`config.mk`:
```
export PLATFORM = sky130hd
export DESIGN_NAME = sound_channel_clock_core
export DESIGN_NICKNAME = d
export VERILOG_FILES = /design/src/hw/rtl/scc_pkg.sv /design/src/hw/rtl/sound_channel_clock_core.sv /design/src/hw/rtl/scc_pulse.sv
export SDC_FILE = /design/constraint.sdc
export NUM_CORES = 1
export LEC_CHECK = 0
export BUFFER_PORTS_ARGS = -buffer_cell sky130_fd_sc_hd__buf_2
export CORE_MARGIN = 2
export CORE_UTILIZATION = 40
export CTS_CLUSTER_SIZE = 12
export DETAILED_ROUTE_END_ITERATION = 12
export GPL_ROUTABILITY_DRIVEN = 0
export MAX_ROUTING_LAYER = met4
export SLEW_MARGIN = 25
export SYNTH_ARGS = -nofsm -noshare
export SYNTH_HDL_FRONTEND = slang
export SYNTH_SLANG_ARGS = --single-unit
```
`constraint.sdc`:
```
create_clock -name clk -period 3.75 [get_ports clk]
set_input_delay 0.1875 -clock clk [delete_from_list [all_inputs] [get_ports clk]]
set_output_delay 0.1875 -clock clk [all_outputs]
set_load 0.05 [all_outputs]
```
`src/hw/rtl/scc_pkg.sv`:
```
`default_nettype none

package scc_pkg;

  // Item kinds on the input channel
  typedef enum logic [3:0] {
    KIND_TICK        = 4'd0,
    KIND_PULSE_NOTE  = 4'd1,
    KIND_PULSE_VOL   = 4'd2,
    KIND_TRI_NOTE    = 4'd3,
    KIND_TRI_LOW     = 4'd4,
    KIND_LINEAR_SET  = 4'd5,
    KIND_TRI_MUTE    = 4'd6,
    KIND_NOISE_SET   = 4'd7,
    KIND_FRAME_WRITE = 4'd8
  } scc_kind_t;

  // Frame sequencer step points (sequencer count values)
  localparam logic [14:0] SEQ_Q1  = 15'd3729;
  localparam logic [14:0] SEQ_QH1 = 15'd7457;
  localparam logic [14:0] SEQ_Q2  = 15'd11186;
  localparam logic [14:0] SEQ_QH2 = 15'd14915;
  localparam logic [14:0] SEQ_END = 15'd18641;

  // Video dots per frame, dots per CPU cycle
  localparam logic [16:0] DOTS_PER_FRAME = 17'd89342;
  localparam logic [16:0] DOTS_PER_TICK  = 17'd3;

  localparam logic [7:0] NOTE_LEN = 8'd254;

  // Frame counter write delays by parity
  localparam logic [2:0] DELAY_ODD  = 3'd3;
  localparam logic [2:0] DELAY_EVEN = 3'd4;

  // Per-channel control for a pulse unit
  typedef struct packed {
    logic note_load;  // note with nonzero period
    logic vol_write;  // volume only
    logic step;       // timer step (even cycle)
    logic half;       // half-frame length clock
  } scc_pulse_ctrl_t;

  // Noise timer reload table
  function automatic logic [11:0] noise_period(input logic [3:0] idx);
    logic [11:0] p;
    case (idx)
      4'd0:    p = 12'd4;
      4'd1:    p = 12'd8;
      4'd2:    p = 12'd16;
      4'd3:    p = 12'd32;
      4'd4:    p = 12'd64;
      4'd5:    p = 12'd96;
      4'd6:    p = 12'd128;
      4'd7:    p = 12'd160;
      4'd8:    p = 12'd202;
      4'd9:    p = 12'd254;
      4'd10:   p = 12'd380;
      4'd11:   p = 12'd508;
      4'd12:   p = 12'd762;
      4'd13:   p = 12'd1016;
      4'd14:   p = 12'd2034;
      default: p = 12'd4068;
    endcase
    return p;
  endfunction

  // Duty pattern bit at a given phase
  function automatic logic duty_bit(input logic [1:0] duty, input logic [2:0] phase);
    logic [7:0] pat;
    case (duty)
      2'd0:    pat = 8'h02;
      2'd1:    pat = 8'h06;
      2'd2:    pat = 8'h1E;
      default: pat = 8'hF9;
    endcase
    return pat[phase];
  endfunction

endpackage

`default_nettype wire

```
`src/hw/rtl/sound_channel_clock_core.sv`:
```
`default_nettype none

// Channel  | Handshake             | Payload
// in_      | in_valid / in_ready   | kind, channel, period, duty, volume, byte_value,
//          |                       | lin_reload, linear_hold, noise_period_index
// out_     | out_valid / out_ready | four channel levels, frame_tick
//
// One item per clock sustained while out_ready is held; the result appears in the cycle after transfer.
// All state updates happen at the input transfer edge; the result register
// holds the levels until taken, and a new item is accepted whenever that
// register is empty or being emptied in the same cycle.
// Synchronous active-low reset clears all state but the result payload, LFSR to 1.
module sound_channel_clock_core (
  input  wire logic        clk,
  input  wire logic        rst_n,
  input  wire logic        in_valid,
  output logic             in_ready,
  input  wire logic [3:0]  in_kind,
  input  wire logic        in_channel,
  input  wire logic [10:0] in_period,
  input  wire logic [1:0]  in_duty,
  input  wire logic [3:0]  in_volume,
  input  wire logic [7:0]  in_byte_value,
  input  wire logic [6:0]  in_lin_reload,
  input  wire logic        in_linear_hold,
  input  wire logic [3:0]  in_noise_period_index,
  output logic             out_valid,
  input  wire logic        out_ready,
  output logic [3:0]       out_pulse_one_level,
  output logic [3:0]       out_pulse_two_level,
  output logic [3:0]       out_triangle_level,
  output logic [3:0]       out_noise_level,
  output logic             out_frame_tick
);
  import scc_pkg::*;

  logic accept;
  logic is_tick, is_frame_write;

  // Shared sequencer state
  logic        parity_r,   parity_nxt;
  logic [2:0]  delay_r,    delay_nxt;
  logic [14:0] seq_r,      seq_nxt;
  logic [16:0] dots_r,     dots_nxt;
  logic [14:0] seq_inc;
  logic [16:0] dots_sum;
  logic        quarter, half, frame_wrap;

  // Triangle state
  logic [10:0] tri_period_r, tri_period_nxt;
  logic [10:0] tri_timer_r,  tri_timer_nxt;
  logic [4:0]  tri_phase_r,  tri_phase_nxt;
  logic [7:0]  tri_length_r, tri_length_nxt;
  logic [6:0]  tri_linear_r, tri_linear_nxt;
  logic [6:0]  tri_reload_r, tri_reload_nxt;
  logic        tri_pending_r, tri_pending_nxt;
  logic        tri_hold_r,   tri_hold_nxt;

  // Noise state
  logic [11:0] noise_cnt_r,    noise_cnt_nxt;
  logic [14:0] noise_lfsr_r,   noise_lfsr_nxt;
  logic [3:0]  noise_rate_r,   noise_rate_nxt;
  logic [3:0]  noise_volume_r, noise_volume_nxt;
  logic [7:0]  noise_length_r, noise_length_nxt;

  // Pulse units
  scc_pulse_ctrl_t pulse_ctrl [2];
  logic [3:0]      pulse_level [2];

  // Result register
  logic       out_valid_r;
  logic [3:0] p1_r, p2_r, tri_lvl_r, noise_lvl_r;
  logic       ftick_r;
  logic [3:0] tri_lvl_nxt, noise_lvl_nxt;

  assign in_ready       = !out_valid_r || out_ready;
  assign accept         = in_valid && in_ready;
  assign is_tick        = accept && (in_kind == KIND_TICK);
  assign is_frame_write = accept && (in_kind == KIND_FRAME_WRITE);

  // Frame sequencer, parity and dot counter
  assign seq_inc  = seq_r + 15'd1;
  assign dots_sum = dots_r + DOTS_PER_TICK;

  always_comb begin
    parity_nxt = parity_r;
    delay_nxt  = delay_r;
    seq_nxt    = seq_r;
    dots_nxt   = dots_r;
    quarter    = 1'b0;
    half       = 1'b0;
    frame_wrap = 1'b0;
    if (is_tick) begin
      parity_nxt = !parity_r;
      if (delay_r != 3'd0) begin
        delay_nxt = delay_r - 3'd1;
        if (delay_r == 3'd1) begin
          seq_nxt = '0;
          quarter = 1'b1;
          half    = 1'b1;
        end
      end else begin
        seq_nxt = seq_inc;
        if (seq_inc == SEQ_Q1 || seq_inc == SEQ_Q2) begin
          quarter = 1'b1;
        end else if (seq_inc == SEQ_QH1 || seq_inc == SEQ_QH2) begin
          quarter = 1'b1;
          half    = 1'b1;
        end else if (seq_inc >= SEQ_END) begin
          seq_nxt = '0;
        end
      end
      if (dots_sum >= DOTS_PER_FRAME) begin
        dots_nxt   = dots_sum - DOTS_PER_FRAME;
        frame_wrap = 1'b1;
      end else begin
        dots_nxt = dots_sum;
      end
    end
    if (is_frame_write) begin
      delay_nxt = parity_r ? DELAY_ODD : DELAY_EVEN;
    end
  end

  // Triangle channel
  always_comb begin
    tri_period_nxt  = tri_period_r;
    tri_timer_nxt   = tri_timer_r;
    tri_phase_nxt   = tri_phase_r;
    tri_length_nxt  = tri_length_r;
    tri_linear_nxt  = tri_linear_r;
    tri_reload_nxt  = tri_reload_r;
    tri_pending_nxt = tri_pending_r;
    tri_hold_nxt    = tri_hold_r;
    if (is_tick) begin
      if (tri_timer_r == 11'd0) begin
        tri_timer_nxt = tri_period_r;
        tri_phase_nxt = tri_phase_r + 5'd1;
      end else begin
        tri_timer_nxt = tri_timer_r - 11'd1;
      end
    end
    if (quarter) begin
      if (tri_pending_r) begin
        tri_linear_nxt = tri_reload_r;
      end else if (tri_linear_r != 7'd0) begin
        tri_linear_nxt = tri_linear_r - 7'd1;
      end
      if (!tri_hold_r) begin
        tri_pending_nxt = 1'b0;
      end
    end
    if (half && !tri_hold_r && tri_length_r != 8'd0) begin
      tri_length_nxt = tri_length_r - 8'd1;
    end
    if (accept) begin
      case (in_kind)
        KIND_TRI_NOTE: begin
          if (in_period != 11'd0) begin
            tri_period_nxt  = in_period;
            tri_timer_nxt   = in_period;
            tri_phase_nxt   = 5'd0;
            tri_length_nxt  = NOTE_LEN;
            tri_pending_nxt = 1'b1;
          end
        end
        KIND_TRI_LOW: begin
          tri_period_nxt = {tri_period_r[10:8], in_byte_value};
        end
        KIND_LINEAR_SET: begin
          tri_reload_nxt = in_lin_reload;
          tri_hold_nxt   = in_linear_hold;
        end
        KIND_TRI_MUTE: begin
          tri_linear_nxt = 7'd0;
        end
        default: begin
        end
      endcase
    end
  end

  // Noise channel
  always_comb begin
    noise_cnt_nxt    = noise_cnt_r;
    noise_lfsr_nxt   = noise_lfsr_r;
    noise_rate_nxt   = noise_rate_r;
    noise_volume_nxt = noise_volume_r;
    noise_length_nxt = noise_length_r;
    if (is_tick) begin
      if (noise_cnt_r == 12'd0) begin
        noise_cnt_nxt  = noise_period(noise_rate_r);
        noise_lfsr_nxt = {noise_lfsr_r[0] ^ noise_lfsr_r[1], noise_lfsr_r[14:1]};
      end else begin
        noise_cnt_nxt = noise_cnt_r - 12'd1;
      end
    end
    if (half && noise_length_r != 8'd0) begin
      noise_length_nxt = noise_length_r - 8'd1;
    end
    if (accept && in_kind == KIND_NOISE_SET) begin
      noise_volume_nxt = in_volume;
      noise_rate_nxt   = in_noise_period_index;
      noise_length_nxt = in_byte_value;
    end
  end

  // Pulse controls; timers step on ticks that leave parity even
  always_comb begin
    for (int k = 0; k < 2; k++) begin
      pulse_ctrl[k].note_load = accept && in_kind == KIND_PULSE_NOTE &&
                                in_channel == k[0] && in_period != 11'd0;
      pulse_ctrl[k].vol_write = accept && in_kind == KIND_PULSE_VOL &&
                                in_channel == k[0];
      pulse_ctrl[k].step      = is_tick && parity_r;
      pulse_ctrl[k].half      = half;
    end
  end

  scc_pulse u_pulse_one (
    .clk       (clk),
    .rst_n     (rst_n),
    .ctrl      (pulse_ctrl[0]),
    .period    (in_period),
    .duty      (in_duty),
    .volume    (in_volume),
    .level_nxt (pulse_level[0])
  );

  scc_pulse u_pulse_two (
    .clk       (clk),
    .rst_n     (rst_n),
    .ctrl      (pulse_ctrl[1]),
    .period    (in_period),
    .duty      (in_duty),
    .volume    (in_volume),
    .level_nxt (pulse_level[1])
  );

  // Levels after this item
  always_comb begin
    tri_lvl_nxt = 4'd0;
    if (tri_length_nxt != 8'd0 && tri_linear_nxt != 7'd0) begin
      tri_lvl_nxt = tri_phase_nxt[4] ? tri_phase_nxt[3:0] : ~tri_phase_nxt[3:0];
    end
    noise_lvl_nxt = (noise_length_nxt != 8'd0 && !noise_lfsr_nxt[0]) ?
                    noise_volume_nxt : 4'd0;
  end

  // State registers
  always_ff @(posedge clk) begin
    if (!rst_n) begin
      parity_r       <= 1'b0;
      delay_r        <= '0;
      seq_r          <= '0;
      dots_r         <= '0;
      tri_period_r   <= '0;
      tri_timer_r    <= '0;
      tri_phase_r    <= '0;
      tri_length_r   <= '0;
      tri_linear_r   <= '0;
      tri_reload_r   <= '0;
      tri_pending_r  <= 1'b0;
      tri_hold_r     <= 1'b0;
      noise_cnt_r    <= '0;
      noise_lfsr_r   <= 15'd1;
      noise_rate_r   <= '0;
      noise_volume_r <= '0;
      noise_length_r <= '0;
    end else begin
      parity_r       <= parity_nxt;
      delay_r        <= delay_nxt;
      seq_r          <= seq_nxt;
      dots_r         <= dots_nxt;
      tri_period_r   <= tri_period_nxt;
      tri_timer_r    <= tri_timer_nxt;
      tri_phase_r    <= tri_phase_nxt;
      tri_length_r   <= tri_length_nxt;
      tri_linear_r   <= tri_linear_nxt;
      tri_reload_r   <= tri_reload_nxt;
      tri_pending_r  <= tri_pending_nxt;
      tri_hold_r     <= tri_hold_nxt;
      noise_cnt_r    <= noise_cnt_nxt;
      noise_lfsr_r   <= noise_lfsr_nxt;
      noise_rate_r   <= noise_rate_nxt;
      noise_volume_r <= noise_volume_nxt;
      noise_length_r <= noise_length_nxt;
    end
  end

  // Result register: valid flag
  always_ff @(posedge clk) begin
    if (!rst_n) begin
      out_valid_r <= 1'b0;
    end else if (accept) begin
      out_valid_r <= 1'b1;
    end else if (out_ready) begin
      out_valid_r <= 1'b0;
    end
  end

  // Result register: payload
  always_ff @(posedge clk) begin
    if (accept) begin
      p1_r        <= pulse_level[0];
      p2_r        <= pulse_level[1];
      tri_lvl_r   <= tri_lvl_nxt;
      noise_lvl_r <= noise_lvl_nxt;
      ftick_r     <= frame_wrap;
    end
  end

  assign out_valid           = out_valid_r;
  assign out_pulse_one_level = p1_r;
  assign out_pulse_two_level = p2_r;
  assign out_triangle_level  = tri_lvl_r;
  assign out_noise_level     = noise_lvl_r;
  assign out_frame_tick      = ftick_r;

endmodule

`default_nettype wire

```
`src/hw/rtl/scc_pulse.sv`:
```
`default_nettype none

module scc_pulse (
  input  wire logic                     clk,
  input  wire logic                     rst_n,
  input  wire scc_pkg::scc_pulse_ctrl_t ctrl,
  input  wire logic [10:0]              period,
  input  wire logic [1:0]               duty,
  input  wire logic [3:0]               volume,
  output logic [3:0]                    level_nxt
);
  import scc_pkg::*;

  logic [10:0] period_r, period_nxt;
  logic [10:0] timer_r,  timer_nxt;
  logic [2:0]  phase_r,  phase_nxt;
  logic [1:0]  duty_r,   duty_nxt;
  logic [3:0]  volume_r, volume_nxt;
  logic [7:0]  length_r, length_nxt;

  // Next state: note load, volume write, or timer/length clocks
  always_comb begin
    period_nxt = period_r;
    timer_nxt  = timer_r;
    phase_nxt  = phase_r;
    duty_nxt   = duty_r;
    volume_nxt = volume_r;
    length_nxt = length_r;
    if (ctrl.note_load) begin
      period_nxt = period;
      timer_nxt  = period;
      phase_nxt  = 3'd0;
      duty_nxt   = duty;
      volume_nxt = volume;
      length_nxt = NOTE_LEN;
    end
    if (ctrl.vol_write) begin
      volume_nxt = volume;
    end
    if (ctrl.step) begin
      if (timer_r == 11'd0) begin
        timer_nxt = period_r;
        phase_nxt = phase_r + 3'd1;
      end else begin
        timer_nxt = timer_r - 11'd1;
      end
    end
    if (ctrl.half && length_r != 8'd0) begin
      length_nxt = length_r - 8'd1;
    end
  end

  always_ff @(posedge clk) begin
    if (!rst_n) begin
      period_r <= '0;
      timer_r  <= '0;
      phase_r  <= '0;
      duty_r   <= '0;
      volume_r <= '0;
      length_r <= '0;
    end else begin
      period_r <= period_nxt;
      timer_r  <= timer_nxt;
      phase_r  <= phase_nxt;
      duty_r   <= duty_nxt;
      volume_r <= volume_nxt;
      length_r <= length_nxt;
    end
  end

  // Level after this item; period below 8 is silent
  assign level_nxt = (length_nxt != 8'd0 && period_nxt[10:3] != 8'd0 &&
                      duty_bit(duty_nxt, phase_nxt)) ? volume_nxt : 4'd0;

endmodule

`default_nettype wire
```
==> results of run 1 <==
## layout by cell type (no fill, tap or decap), types with 18 or more instances in the layout
| master | n |
|---|---|
| dfxtp_1 | 215 |
| and3_1 | 19 |
| clkbuf_16 | 29 |
| nor3_1 | 58 |
| buf_2 | 64 |
| xor2_1 | 30 |
| inv_1 | 52 |
| a21oi_1 | 124 |
| nor4_1 | 25 |
| ha_1 | 29 |
| a211oi_1 | 38 |
| nand2_1 | 234 |
| xnor2_1 | 40 |
| nand2b_1 | 20 |
| nand4_1 | 18 |
| nand3_1 | 37 |
| buf_4 | 80 |
| o21ai_0 | 78 |
| mux2i_1 | 45 |
| nor2_1 | 198 |
| dlygate4sd3_1 | 32 |
| a31oi_1 | 23 |
## worst max-delay path, stage by stage, from the launching register on
cell and delay (ps):
dfxtp_1 440, nand4_4 150, o31a_1 340, or3b_1 390, or4_1 440, o21a_2 260, buf_4 180, a21oi_4 190
mux2_2 200, o2111ai_1 130, o41ai_2 390, buf_4 190, nor3b_1 40
## cells in the mapped netlist, types with 5 or more instances
library cell  number
a211oi_1          39
a21o_1            10
a21oi_1          126
a221oi_1           5
a22oi_1            7
a311oi_1          12
a31oi_1           23
and2_1            15
and3_1            19
and4_1             5
buf_2              8
clkbuf_1          78
dfxtp_1          220
edfxtp_1          17
ha_1              30
inv_1             53
mux2_2             8
mux2i_1           45
nand2_1          234
nand2b_1          20
nand3_1           39
nand4_1           18
nand4b_1           5
nor2_1           198
nor2b_1            7
nor3_1            60
nor3b_1            9
nor4_1            30
nor4b_1            7
o211ai_1          16
o21a_1             7
o21ai_0           79
o221ai_1           5
o311ai_0           5
o31ai_1           12
or2_2             10
or3_1             17
or4_1              9
xnor2_1           41
xor2_1            30
## logic make-up after synthesis
family,after synthesis
buf+inv,146
simple gates,717
xor+xnor,71
mux,53
flops,237
fa+ha+maj,30
compound gates,390
## routing by layer
layer  vias up  global-route usage (%)  wire, um
met3        65                    2.85      1600
met1      5720                    28.0     16500
met2       276                    35.4     16400
met4         0                    5.70       905
li1       6120                       -         -
met5         -                       -         0
## worst paths after layout
kind | from | to | slack, ps
worst max-delay path | seq_r[4] | out_triangle_level[0] | 150
worst max register to register | seq_r[4] | out_triangle_level[0] | 150
worst min-delay path | in_byte_value[0] | tri_period_r[0] | 40
worst min register to register | noise_lfsr_r[11] | noise_lfsr_r[10] | 450
## layout make-up
class	instances	share of cell area (%)
flip-flops and latches	237	31.9
well taps	402	3.26
repair buffers	177	8.18
diodes	4	0.0649
multi-input cells	1261	49.3
clock inverters	14	0.900
clock buffers	38	5.05
inverters	53	1.32
## timing repair
action	4_1_cts	5_1_grt
gates cloned	0	0
endpoints found under the setup margin	14	19
buffers inserted	0	3
gates resized for setup	3	21
hold endpoints to repair	55	0
hold buffers	32	0
pin swaps	0	5
## registers in the layout, summed over array words and instances, names as in the netlist, 5 cells and up, named ones only
name and cells:
u_pulse_one.length_r 8, u_pulse_two.length_r 8, tri_reload_r 7, u_pulse_one.timer_r 11
noise_lfsr_r 15, tri_length_r 8, tri_timer_r 11, seq_r 15
tri_period_r 11, noise_cnt_r 12, tri_linear_r 7, u_pulse_one.period_r 11
u_pulse_two.period_r 11, noise_length_r 8, tri_phase_r 5, u_pulse_two.timer_r 11
dots_r 17
## where the power goes
group          switching [mW]  internal, mW  total (mW)  leakage, nW
Sequential             0.0280          2.58        2.61         1.95
Clock                    1.08          1.65        2.73        0.445
Combinational           0.300         0.163       0.463         3.48
Total                    1.41          4.39        5.80         5.87
==> results_dict.tcl, run 1 <==
set metrics [dict create \
    tns_ps 0 \
    multi_input_area_um2 7610 \
    wl_per_cell_um 16.2 \
    final_util_pct 48.6 \
    synth_compound_area_share_pct 19.3 \
    placed_area_um2 14000 \
    clock_skew_ps 8.91 \
    wirelength_um 35400 \
    avgViaCountPerCell 5.57 \
    synthAdderAreaFrac_pct 2.90 \
    cts_tree "yes" \
    timing.final.ws_setup_ps 149 \
    route.detailed.drc 0 \
    synth_nets 1720 \
    cts.sinks 237 \
    worstHoldPathCells 3 \
    hold_viol_final 0 \
    yosysSeqAreaShare_pct 38.0 \
    insertion_delay_ps 540 \
    reg2reg_depth 12 \
    core_area_um2 31700 \
    fmax_mhz 278 \
    nNetsFinal 1834 \
    slew_headroom_pct 37.8 \
    drv_cap 0 \
    syn_area_um2 12900 \
    synth_top_family_by_area "simple AND/OR/NAND/NOR gates" \
    die_area_um2 33800 \
    register_area_um2 4920 \
    numPortBuffers 64 \
    area_delta_synth_final_pct 19.1 \
    setup_viol_count_final 0 \
    hold_ws_ps 44.2 \
    ys.flop_type "dfxtp_1" \
    critical_path_class "flip-flop to flip-flop" \
    grt_overflow 0 \
    synthCells 1644 \
    synthSimpleGateAreaFrac_pct 26.4 \
    post-route-min-period_ps 3600 \
    die_h_um 184 \
    synth.mux.area_fraction_pct 4.17 \
    yosys-top-cells-area "dfxtp_1, nand2_1, nor2_1, a21oi_1, edfxtp_1" \
    ys_ff_latch 237 \
    grt_pass1_vias 11600 \
    fin_area_um2 15400 \
    post_synth.cell_area_avg_um2 7.88 \
    rows 65 \
    async_flop_share_pct 0 \
    drt_first_iter_violations 873 \
    synth.distinct_cells 75 \
    status "completed" \
    p_leak_nw 5.87 \
    gr-usage-all-layers_pct 21.6 \
    synth_area_leader_cell "dfxtp_1" \
    antenna_found_initial 4 \
    critical_path_arrival_ps 3890 \
    required_ps 4040 \
    grt_pass1_wl_um 58600 \
    cp_max_fo 7 \
    h-tree-depth 1 \
    start_kind "flip-flop" \
    worstMarginPinSlew_ps 933 \
    drt-pass1-iter-count 5 \
    p_per_area_nw_per_um2 376 \
    final.period_utilization_pct 96.0 \
    min_path_type "primary input to flip-flop" \
    drive_gt1_share_pct 13.5 \
    ant_nets 0 \
    peakVddDrop_v 0.000406 \
    synthDominantCellAreaShare_pct 34.0 \
    clk_pin_slew_ps 60 \
    fill_cells 3130 \
    grt_max_degree 112 \
    pre_cts_ws_ps -106 \
    yosysWarnings 0 \
    start_util_pct 40.8 \
    power.total_mw 5.80 \
    dp_cells 2095 \
    clockBufferDepth 3 \
    final_cells 2186 \
    fp.dieW_um 184 \
    numCtsBuffers 28 \
    end_kind "flip-flop" \
    num_vias 12200 \
    rsz0062_at_grt "no" \
    io_pins 65 \
    dp_hpwl_um 24800 \
    synth_edf_count 17 \
    slew_violations 0 \
    cts_root_buf "clkbuf_16" \
    synthXorXnorAreaFrac_pct 4.80 \
]
(Power assumes the default switching activity.)
==> run 2: changes to the inputs <==
--- a/config.mk
+++ b/config.mk
@@ -11,8 +11,8 @@
 export CTS_CLUSTER_SIZE = 12
 export DETAILED_ROUTE_END_ITERATION = 12
 export GPL_ROUTABILITY_DRIVEN = 0
-export MAX_ROUTING_LAYER = met4
 export SLEW_MARGIN = 25
 export SYNTH_ARGS = -nofsm -noshare
 export SYNTH_HDL_FRONTEND = slang
+export SYNTH_HIERARCHICAL = 1
 export SYNTH_SLANG_ARGS = --single-unit
==> run 2 against run 1 <==
Maximum frequency down 1.8%. First-iteration DRC count up 32%. Clock power up 4%. Final area up 4.6%. Critical path type unchanged. Hold slack worse by 43 ps. Register-to-register slack worse by 70 ps. Synthesized area up 5.8%. Global-route usage down 1.1 points. Final cell count up 3.3%. Largest power group unchanged. Largest cell class unchanged. Via count up 5.4%. Combinational power down 9.7%.
==> results_dict.tcl, run 2 <==
set metrics [dict create \
    synth_most_common_cell "dfxtp_1" \
    post-route-min-period_ps 3670 \
    setup_viol_count_final 0 \
    grt_max_degree 64 \
    area_delta_synth_final_pct 17.8 \
    yosysSeqAreaShare_pct 35.9 \
    cp_slowest_cell "dfxtp_4" \
    synthDominantCellAreaShare_pct 32.1 \
    nNetsFinal 1864 \
    wirelength_um 37700 \
    reg2reg_depth 16 \
    avgViaCountPerCell 5.68 \
    cts_tree "yes" \
    grt_overflow 0 \
    hold_viol_final 0 \
    required_ps 4050 \
    core_area_um2 33600 \
    ys_ff_latch 237 \
    rows 67 \
    reg2reg_slack_ps 80 \
    tns_ps 0 \
    dp_hpwl_um 26200 \
    ys.flop_type "dfxtp_1" \
    clk_pin_slew_ps 60 \
    ant_nets 0 \
    yosysWarnings 6 \
    worstMarginPinSlew_ps 901 \
    final_util_pct 48.0 \
    async_flop_share_pct 0 \
    hold_end "noise_length_r[0]" \
    die_h_um 189 \
    clockBufferDepth 3 \
    numCtsBuffers 28 \
    largest_register "dots_r" \
    worstHoldPathCells 3 \
    numPortBuffers 64 \
    h-tree-depth 1 \
    synth_common_cells "dfxtp_1, nand2_1, nor2_1, a21oi_1, o21ai_0" \
    drv_cap 0 \
    reg.largest.list "dots_r x17, noise_lfsr_r x15, seq_r x15" \
    synth_area_leader_cell "dfxtp_1" \
    min-delay-start "in_byte_value[0]" \
    syn_area_um2 13700 \
    grt_pass1_wl_um 60700 \
    slew_headroom_pct 39.9 \
    drive_gt1_share_pct 15.7 \
    peakVddDrop_v 0.000342 \
    drt-pass1-iter-count 5 \
    p_per_area_nw_per_um2 364 \
    clock_skew_ps 20.8 \
    r2r_start "seq_r[1]" \
    dp_cells 2181 \
    yosys-top-cells-area "dfxtp_1, nand2_1, nor2_1, a21oi_1, mux2i_1" \
    slew_violations 0 \
    antenna_found_initial 2 \
    crit-reg2reg-capture "out_pulse_one_level[2]" \
    layout_common_cells "dfxtp_1, nand2_1, nor2_1" \
    synth.distinct_cells 98 \
    critical_path_arrival_ps 3960 \
    cp_max_fo 10 \
    synth_nets 1770 \
    die_area_um2 35700 \
    final.period_utilization_pct 97.8 \
    start_kind "flip-flop" \
    fp.dieW_um 189 \
    synth_edf_count 17 \
    wl_per_cell_um 16.7 \
    path_cells "buf_4 > a211o_1 > a21oi_1 > o211ai_1 > or2_1 > nand4bb_1 > and3_4 > nor2_4 > buf_12 > inv_1 > or3_1 > o211ai_1 > o2111ai_1 > nor4_2 > buf_4 > nor3_1" \
    num_vias 12800 \
    start_util_pct 40.8 \
    fmax_mhz 273 \
    cts.sinks 237 \
    end_kind "flip-flop" \
    p_leak_nw 6.07 \
    cts_root_buf "clkbuf_16" \
    gr-usage-all-layers_pct 20.4 \
    status "completed" \
    route.detailed.drc 0 \
    synthCells 1692 \
    critical_path_class "flip-flop to flip-flop" \
    largest_register_ff_count 17 \
    min_path_type "primary input to flip-flop" \
    cpPeakStageDelay_ps 380 \
    grt_pass1_vias 12000 \
    post_synth.cell_area_avg_um2 8.10 \
    io_pins 65 \
    insertion_delay_ps 550 \
    final_cells 2259 \
    final_common_cell "dfxtp_1" \
    drt_first_iter_violations 1155 \
]
==> run 2: worst max path at each step <==
| stage | start | end | slack, ps | cells past startpoint |
|---|---|---|---|---|
| floorplan | seq_r[0] | out_pulse_one_level[0] | -20 | 16 |
| global placement | seq_r[0] | out_pulse_two_level[0] | -20 | 15 |
| detailed placement | seq_r[0] | out_pulse_two_level[1] | -170 | 15 |
| CTS | seq_r[1] | out_pulse_two_level[0] | 20 | 16 |
| global route | seq_r[5] | out_pulse_one_level[1] | -80 | 16 |
| finish | seq_r[1] | out_pulse_one_level[2] | 80 | 16 |
==> run 2: cell families after synthesis <==
group | after synthesis | synth area share (%)
adder cells (fa/ha/maj) | 33 | 3.00
AND/OR/NAND/NOR | 729 | 27.7
XOR/XNOR | 54 | 3.51
flip-flops | 237 | 35.9
buffers and inverters | 151 | 4.54
AO/OA/AOI/OAI | 431 | 21.2
multiplexers | 57 | 4.20
==> run 2: repair_timing <==
action	CTS	global route
hold buffers	14	0
pin swaps	3	10
setup buffers	2	5
gates cloned	0	2
gates resized for setup	12	27
hold endpoints to repair	15	0
endpoints found under the setup margin	8	15
==> run 2: area by class of cell <==
cell class                      count  area [um^2]
Inverter                           57          218
Clock inverter                     13          174
Timing Repair Buffer              157         1110
Tap cell                          448          561
Multi-Input combinational cell   1305         8350
Clock buffer                       39          793
Antenna cell                        3         7.51
Fill cell                        3293        17500
Sequential cell                   237         4930
==> run 2: worst max-delay path, delay by kind of cell (launching register included) <==
family	cells	cell delay, ps
and+or+nand+nor	7	1490
buffers and inverters	4	570
DFF	1	380
AOI/OAI and AO/OA	5	970
==> run 2: metrics by stage <==
stage,setup slack [ps],total power [mW],hold WS [ps],cell area (um^2)
floorplan,-15.3,2.90,305,13700
global placement,-20.5,3.05,440,14800
detailed placement,-174,3.06,446,14800
CTS,18.3,5.93,6.16,15900
global route,-78.3,6.07,28.7,16100
finish,83.4,5.87,0.816,16100
==> run 2: layer usage <==
| layer | vias to the layer above | GRT usage (%) | share of wire, % |
|---|---|---|---|
| met1 | 6042 | 28.4 | 47 |
| met3 | 74 | 2.76 | 5.9 |
| met5 | - | 0 | 0 |
| li1 | 6347 | - | - |
| met2 | 376 | 32.5 | 44 |
| met4 | 0 | 6.97 | 3.1 |
==> run 2: report_power, final <==
part / internal, mW / switching (mW) / total (mW)
Combinational: 0.144 / 0.274 / 0.418
Clock: 1.75 / 1.10 / 2.85
Sequential: 2.58 / 0.0235 / 2.60
Total: 4.47 / 1.40 / 5.87
